===== config.mk =====
export PLATFORM = sky130hd
export DESIGN_NAME = gmi_csr
export DESIGN_NICKNAME = d
export VERILOG_FILES = /design/src/design/gmi_pkg.sv /design/src/design/gmi_csr.sv
export SDC_FILE = /design/constraint.sdc
export NUM_CORES = 1
export LEC_CHECK = 0
export ABC_AREA = 1
export BUFFER_PORTS_ARGS = -buffer_cell sky130_fd_sc_hd__buf_2
export CORE_MARGIN = 1
export CORE_UTILIZATION = 37
export DETAILED_ROUTE_END_ITERATION = 8
export PLACE_DENSITY = 0.76
export SYNTH_ARGS = -nofsm -noshare
export SYNTH_HDL_FRONTEND = slang
export SYNTH_SLANG_ARGS = --single-unit

===== constraint.sdc =====
create_clock -name clock -period 0.96 [get_ports clock]
set_clock_uncertainty 0.15 [all_clocks]
set_input_delay 0.192 -clock clock [delete_from_list [all_inputs] [get_ports clock]]
set_output_delay 0.192 -clock clock [all_outputs]
set_load 0.01 [all_outputs]

===== src/design/gmi_pkg.sv =====
// Shared constants, codes and types for the Gram matrix block.
// Depends on nothing; every other file of the block uses it by scoped names.
`timescale 1ns / 1ps

package gmi_pkg;

   // Store geometry
   localparam int STORE_DEPTH = 4096;
   localparam int ADDR_W      = $clog2(STORE_DEPTH);
   localparam int CNT_W       = $clog2(STORE_DEPTH + 2);

   // Field widths
   localparam int DATA_W   = 64;
   localparam int HALF_W   = 32;
   localparam int DIM_W    = 13;
   localparam int IDX_W    = 12;
   localparam int NEED_W   = 2 * DIM_W;
   localparam int STATUS_W = 2;

   // Register port
   localparam int PADDR_W = 3;
   localparam int PDATA_W = 32;

   typedef enum logic {
      OP_LOAD = 1'b0,
      OP_READ = 1'b1
   } opcode_type;

   typedef enum logic [STATUS_W-1:0] {
      ST_OK       = 2'd0,
      ST_SIZE_ERR = 2'd1,
      ST_NONE     = 2'd2
   } status_type;

   typedef enum logic {
      REG_ROW_COUNT = 1'b0,
      REG_COL_COUNT = 1'b1
   } reg_index_type;

   typedef enum logic [1:0] {
      S_IDLE  = 2'd0,
      S_ISSUE = 2'd1,
      S_WAIT  = 2'd2
   } seq_state_type;

   // Register values and the write strobe, from the register port to control
   typedef struct packed {
      logic             wr;
      logic [DIM_W-1:0] row_count;
      logic [DIM_W-1:0] col_count;
   } cfg_type;

   // Control that travels with each pair of store reads through the MAC
   typedef struct packed {
      logic valid;
      logic first;
      logic last;
   } mac_ctl_type;

endpackage


===== src/design/gmi_csr.sv =====
// Register port: row and column counts behind an APB-style write/read port.
// Depends on gmi_pkg for the register layout and the cfg_type struct.
`timescale 1ns / 1ps

module gmi_csr (
   input  logic                        clock,
   input  logic                        reset,
   input  logic                        psel,
   input  logic                        penable,
   input  logic                        pwrite,
   input  logic [gmi_pkg::PADDR_W-1:0] paddr,
   input  logic [gmi_pkg::PDATA_W-1:0] pwdata,
   output logic [gmi_pkg::PDATA_W-1:0] prdata,
   output logic                        pready,
   output gmi_pkg::cfg_type            cfg
);

   localparam int DW = gmi_pkg::DIM_W;

   logic [DW-1:0]          row_count_ff;
   logic [DW-1:0]          row_count_in;
   logic [DW-1:0]          col_count_ff;
   logic [DW-1:0]          col_count_in;
   logic                   wr;
   gmi_pkg::reg_index_type index;

   assign index = gmi_pkg::reg_index_type'(paddr[2]);
   assign wr    = psel && penable && pwrite;

   // Decode the write
   always_comb begin
      row_count_in = row_count_ff;
      col_count_in = col_count_ff;
      if (wr) begin
         case (index)
            gmi_pkg::REG_ROW_COUNT: row_count_in = pwdata[DW-1:0];
            gmi_pkg::REG_COL_COUNT: col_count_in = pwdata[DW-1:0];
            default: ;
         endcase
      end
   end

   always_ff @(posedge clock) begin
      if (reset) begin
         row_count_ff <= DW'(1);
         col_count_ff <= DW'(1);
      end else begin
         row_count_ff <= row_count_in;
         col_count_ff <= col_count_in;
      end
   end

   // Read back
   always_comb begin
      case (index)
         gmi_pkg::REG_ROW_COUNT: prdata = gmi_pkg::PDATA_W'(row_count_ff);
         gmi_pkg::REG_COL_COUNT: prdata = gmi_pkg::PDATA_W'(col_count_ff);
         default:                prdata = '0;
      endcase
   end

   assign pready        = 1'b1;
   assign cfg.wr        = wr;
   assign cfg.row_count = row_count_ff;
   assign cfg.col_count = col_count_ff;

endmodule


# Word-level counts from Yosys, hierarchy flattened
# Cells that the tools add are included.
# word_totals
wordCells	8
ff_bits	26
out_inout_bits	60
inputBits	40
# classes
bitwise	1
reduce_logical	4
muxes	1
# op_table
operator	count
$pmux 32 s2	1
$reduce_and 2->1	2
$logic_and 1x1->1	2
$not 1->1	1

# Longest topological paths before layout
# Gate-level depths: netlist (run 1).
# depth
word_depth	3
depth_mapped	6
ltp_nobuf	5

# Worst setup path after synthesis (run 1)
# No wires, ideal clock.
# synth_timing
path_type	input -> output
start	input port paddr[2] in the netlist's numbering
end	output port prdata[0] in the netlist's numbering
stages	5
setup_slack_ps	-110
t_arrival_ps	728
path_cell_list	buf_6 inv_4 buf_2 nand2_1 nand2_1
# synth_via
elab_chain_cells	2
# synth_lines
item	line	rtl
start, declared	gmi_csr.sv:11	input logic [gmi_pkg::PADDR_W-1:0] paddr,
$not 1->1 (no source line)	-	
$pmux 32 s2 *	gmi_csr.sv:55	case (index)
end, declared	gmi_csr.sv:13	output logic [gmi_pkg::PDATA_W-1:0] prdata,
# Every way passes the cells marked *; elsewhere a longest branch is shown, timed or not. The select of a mux whose other input is x is not followed.

# Worst setup path after layout (run 1)
# layout_timing
start	register row_count_ff[10]
end	output port prdata[10] in the netlist's numbering
# layout_via
elab_chain_cells	1
# layout_lines
item	line	rtl
start, declared	gmi_csr.sv:20	logic [DW-1:0] row_count_ff;
start signal, assigned	gmi_csr.sv:48	row_count_ff <= row_count_in;
$pmux 32 s2	gmi_csr.sv:55	
# No other way between the ends. The select of a mux whose other input is x is not followed.

==> results.toml, run 1 <==
[outcome]
status = "complete, but fails checks"
violations = "setup timing"

[finish]
instances_no_fill = 332
final_cell_mix = "nor2_1, buf_6, nand2_2"
fin_area_sq_um = 2300
final_layout_size_suffix_gt1_share_pct = 51.1
final_common_cell = "nor2_1"
diodes = 0
nets = 325
syn2layout_area_growth_pct = 60.3

[synthesis]
ys_warn_count = 0
synthCells = 221
avgSynthCellArea_sq_um = 6.48
synthDistinctLibCells = 17
synth_seq_area_share_pct = 36.3
ys_ff_latch = 26
netlist_area_sq_um = 1430

[job]
cap_viol_max_count = 0

[floorplan]
coreArea_sq_um = 3690
start_util_pct = 38.8
num_rows = 22
dieWidth_um = 64.2
ios = 100
dieArea_sq_um = 4120
die_h_um = 64.2

[grt]
antenna_found_initial = 0
grt_max_degree = 27
grt_pass1_wl_um = 5980
grt_pass1_vias = 1342
grt_overflow = 0
grt.total_usage_pct = 18.5

[clock_network]
cts_tree = "yes"
cts_root_buf = "clkbuf_8"
cts_num_sinks = 26
hold_buffers = 0
clock_latency_ps = 260
clockBufferDepth = 2
htreeDepth = 1
clk_pin_slew_worst_paths_ps = 80
numCtsBuffers = 3

[setup_path]
crit_buf_inv = 1
startpoint_type = "flop"
path_delay_family = "flip-flops"
cpMostUsedCell = "nand2_2"
worstSetupEndpointType = "output port"
worstSetupPathType = "reg2out"
cpMaxStageDelayCell = "dfxtp_2"
critical_path_required_ps = 620
arrival_ps = 860
critical_path.cell_chain = "nand2_2 > nand2_2 > buf_6"
max_stage_delay_ps = 370
worstPathMaxFanout = 3

[routing]
wire_per_inst_um = 11.2
ant_nets = 0
dr_total_vias = 1479
firstDrtPassIters = 4
wl_met1_um = 1550
wl_met3_um = 159
vias_per_cell = 4.45
highest_layer = "met4"
wl_met2_um = 1980
wirelength_um = 3710
drc = 0
drtIter0Drc = 74

[place]
post_dp_cell_area_sq_um = 1820
dp_slack_ps = -227
hpwl_um = 2250
portBuffers = 58
gp_congestion = 0.739
place_inst = 323

[sta]
post-route-min-period_ps = 1200
setup_ws_ps = -238
fmax_mhz = 835
finalCritPeriodShare_pct = 125
maxSlewViolCount = 0
hold_violations = 0
rsz0062_at_grt = "yes"
setup_viol = 40

[worst_hold_path]
hp-class = "in2reg"

[power_and_ir_drop]
leakage_nw = 1.12
ir_drop_mv = 0.541
powerDensity_nw_per_um2 = 1050
-- report_power, final --
group | internal [mW] | total (mW) | switching, mW
Sequential | 1.12 | 1.16 | 0.0399
Clock | 0.366 | 0.690 | 0.325
Combinational | 0.278 | 0.567 | 0.289
Total | 1.76 | 2.41 | 0.654
-- Yosys cell counts, drive strengths merged --
library cell / n / share of area (%)
nand2: 66 / 17
nor2: 51 / 15
buf: 30 / 16
nand3: 27 / 9.8
dfxtp: 26 / 36
inv: 14 / 3.8
clkbuf: 2 / 0.52
conb: 2 / 0.52
o21ai: 2 / 0.70
clkinv: 1 / 0.26
-- metal layers --
| layer | global-route usage, % | vias to the layer above |
|---|---|---|
| met2 | 34.6 | 38 |
| li1 | - | 759 |
| met3 | 2.68 | 2 |
| met4 | 5.00 | 0 |
| met1 | 21.7 | 680 |
| met5 | 0 | - |
-- logic make-up (layout without fill, tap and decap cells) --
logic type	count (synthesis)	after routing	synth area share, %
compound gates	2	2	0.698
flops	26	26	36.3
simple gates	144	144	42.0
other cells	2	20	0.524
buf+inv	47	92	20.4
-- metrics by stage --
stage / util [%] / power, mW / hold WS, ps / setup TNS, ps
after global placement: 49.3 / 1.61 / 275 / -7880
after global routing: 62.3 / 2.56 / 6.19 / -7600
final: 62.3 / 2.41 / 4.76 / -5970
after detailed placement: 49.3 / 1.61 / 278 / -8290
after floorplan: - / 1.52 / 168 / -177
after CTS: 57.6 / 2.39 / 0.724 / -6020
-- state kept, by name, summed over array words and instances (netlist names) --
register / flops
row_count_ff: 13
col_count_ff: 13
-- worst min-delay path: stages --
cell and delay [ps]:
buf_2 90, nand2_1 50, nand3_1 60
-- worst paths after layout --
path	start	end	slack [ps]	cells after the start
max	row_count_ff[10]	prdata[10]	-240	3
min	pwdata[0]	col_count_ff[0]	5	3
max reg2reg	row_count_ff[5]	row_count_ff[5]	110	3
min reg2reg	col_count_ff[0]	col_count_ff[0]	340	2
-- area by class of cell --
cell class	count	area, sq um
fill	346	1390
multi-input combinational	166	786
timing repair buffer	73	769
sequential	26	563
inverter	15	63.8
tap	48	60.1
clock buffer	4	55.1
-- timing repair --
item,in CTS,in global routing
pin swaps,6,9
buffers inserted,2,2
resized for setup,63,35
endpoints found under the setup margin,40,53
gates cloned,1,0
Note: power is estimated with default switching activity, not from simulation.
==> inputs of run 2 (changes only) <==
- SETUP_SLACK_MARGIN: not set -> 0.2
==> run 2 against run 1 <==
The run still ends with setup timing left. Via count grew 8.0%. Critical path depth is the same. First-iteration DRC count shrank 22%. Fmax shrank 0.42%. Largest power group unchanged. Sequential power is essentially flat. Die area is the same. Clock-buffer cell count shrank 1. Cell area grew 17%. Combinational power grew 23%.
==> results.toml, run 2 (synthesized netlist as in run 1, its figures left out) <==
[outcome]
status = "complete, but fails checks"
violations = "setup timing"

[place]
hpwl_um = 2360
portBuffers = 58
gp_congestion = 0.728

[routing]
firstDrtPassIters = 5
wirelength_um = 4260
drc = 0
vias_per_cell = 4.59
wire_per_inst_um = 12.3
ant_nets = 0
dr_total_vias = 1598
drtIter0Drc = 58

[floorplan]
start_util_pct = 38.8
dieWidth_um = 64.2
coreArea_sq_um = 3690
die_h_um = 64.2
dieArea_sq_um = 4120
num_rows = 22
ios = 100

[setup_path]
critical_path_required_ps = 620
arrival_ps = 860
worstSetupPathType = "reg2out"
cpMostUsedCell = "nand2_2"
max_stage_delay_ps = 360
cpMaxStageDelayCell = "dfxtp_2"
worstPathMaxFanout = 3
critical_path.cell_chain = "nand2_2 > nand2_2 > buf_6"
worstSetupEndpointType = "output port"
startpoint_type = "flop"

[finish]
final_cell_mix = "buf_6, nor2_1, nand2_2"
diodes = 0
nets = 342
syn2layout_area_growth_pct = 86.9
final_common_cell = "buf_6"
largestRegisters = "col_count_ff: 13 flops, row_count_ff: 13 flops"
final_layout_size_suffix_gt1_share_pct = 65.3

[grt]
grt_pass1_wl_um = 6610
grt.total_usage_pct = 20.8
grt_pass1_vias = 1460
grt_max_degree = 27
grt_overflow = 0
antenna_found_initial = 0

[sta]
maxSlewViolCount = 0
rsz0062_at_grt = "yes"
fin_hold_ws_ps = 29.4
hold_violations = 0
setup_tns_ps = -6660
post-route-min-period_ps = 1200
setup_viol = 43
finalCritPeriodShare_pct = 125
setup_ws_ps = -243
fmax_mhz = 831

[clock_network]
cts_root_buf = "clkbuf_8"
htreeDepth = 1
clock_latency_ps = 260
numCtsBuffers = 3
clk_pin_slew_worst_paths_ps = 90
cts_tree = "yes"
clockBufferDepth = 2
cts_num_sinks = 26
hold_buffers = 0

[worst_hold_path]
hp-class = "in2reg"

[power_and_ir_drop]
powerDensity_nw_per_um2 = 921
ir_drop_mv = 0.593
p_total_mw = 2.47
leakage_nw = 1.24

[job]
cap_viol_max_count = 0
## run 2: final cells by class
type                       instances  area (sq um)
inverter                          15          71.3
fill                             268          1010
tap                               48          60.1
multi-input combinational        166           973
clock buffer                       3          41.3
timing repair buffer              90           971
sequential                        26           561
## run 2: per-stage QoR
| step | cell area, sq um | cells | worst slack, ps | util (%) |
|---|---|---|---|---|
| floorplan | 1610 | 239 | -15.4 | - |
| global placement | 1860 | 329 | -259 | 50.4 |
| detailed placement | 1860 | 329 | -262 | 50.4 |
| CTS | 2400 | 340 | -228 | 65.2 |
| global route | 2680 | 348 | -283 | 72.6 |
| finish | 2680 | 348 | -243 | 72.6 |
## run 2: metal layers
metal	routed length (um)	track usage (%)
met5	0	0
met4	19	8.61
met3	155	2.32
met2	2410	37.5
met1	1680	24.7
## run 2: worst paths after layout
path                                        from          endpoint  slack, ps  depth (start not counted)
worst max register to register  col_count_ff[10]  col_count_ff[10]        180                          2
worst max-delay path             row_count_ff[9]         prdata[9]       -240                          3
worst min-delay path                   pwdata[0]   col_count_ff[0]         30                          3
worst min register to register   col_count_ff[0]   col_count_ff[0]        350                          2
## run 2: power breakdown
part	internal (mW)	switching [mW]	total (mW)
clock	0.281	0.331	0.611
combinational	0.343	0.353	0.697
sequential	1.12	0.0415	1.16
total	1.74	0.725	2.47
## run 2: worst max-delay path: cells and delay by family, from the launching register on
kind / cells / cell delay, ps
buffers and inverters: 1 / 90
AND/OR/NAND/NOR: 2 / 140
flip-flops: 1 / 360
## run 2: repair_timing
action	in CTS	in global routing
endpoints found under the setup margin	66	66
pin swaps	8	8
gates cloned	2	0
resized for setup	108	52
setup buffers	6	8
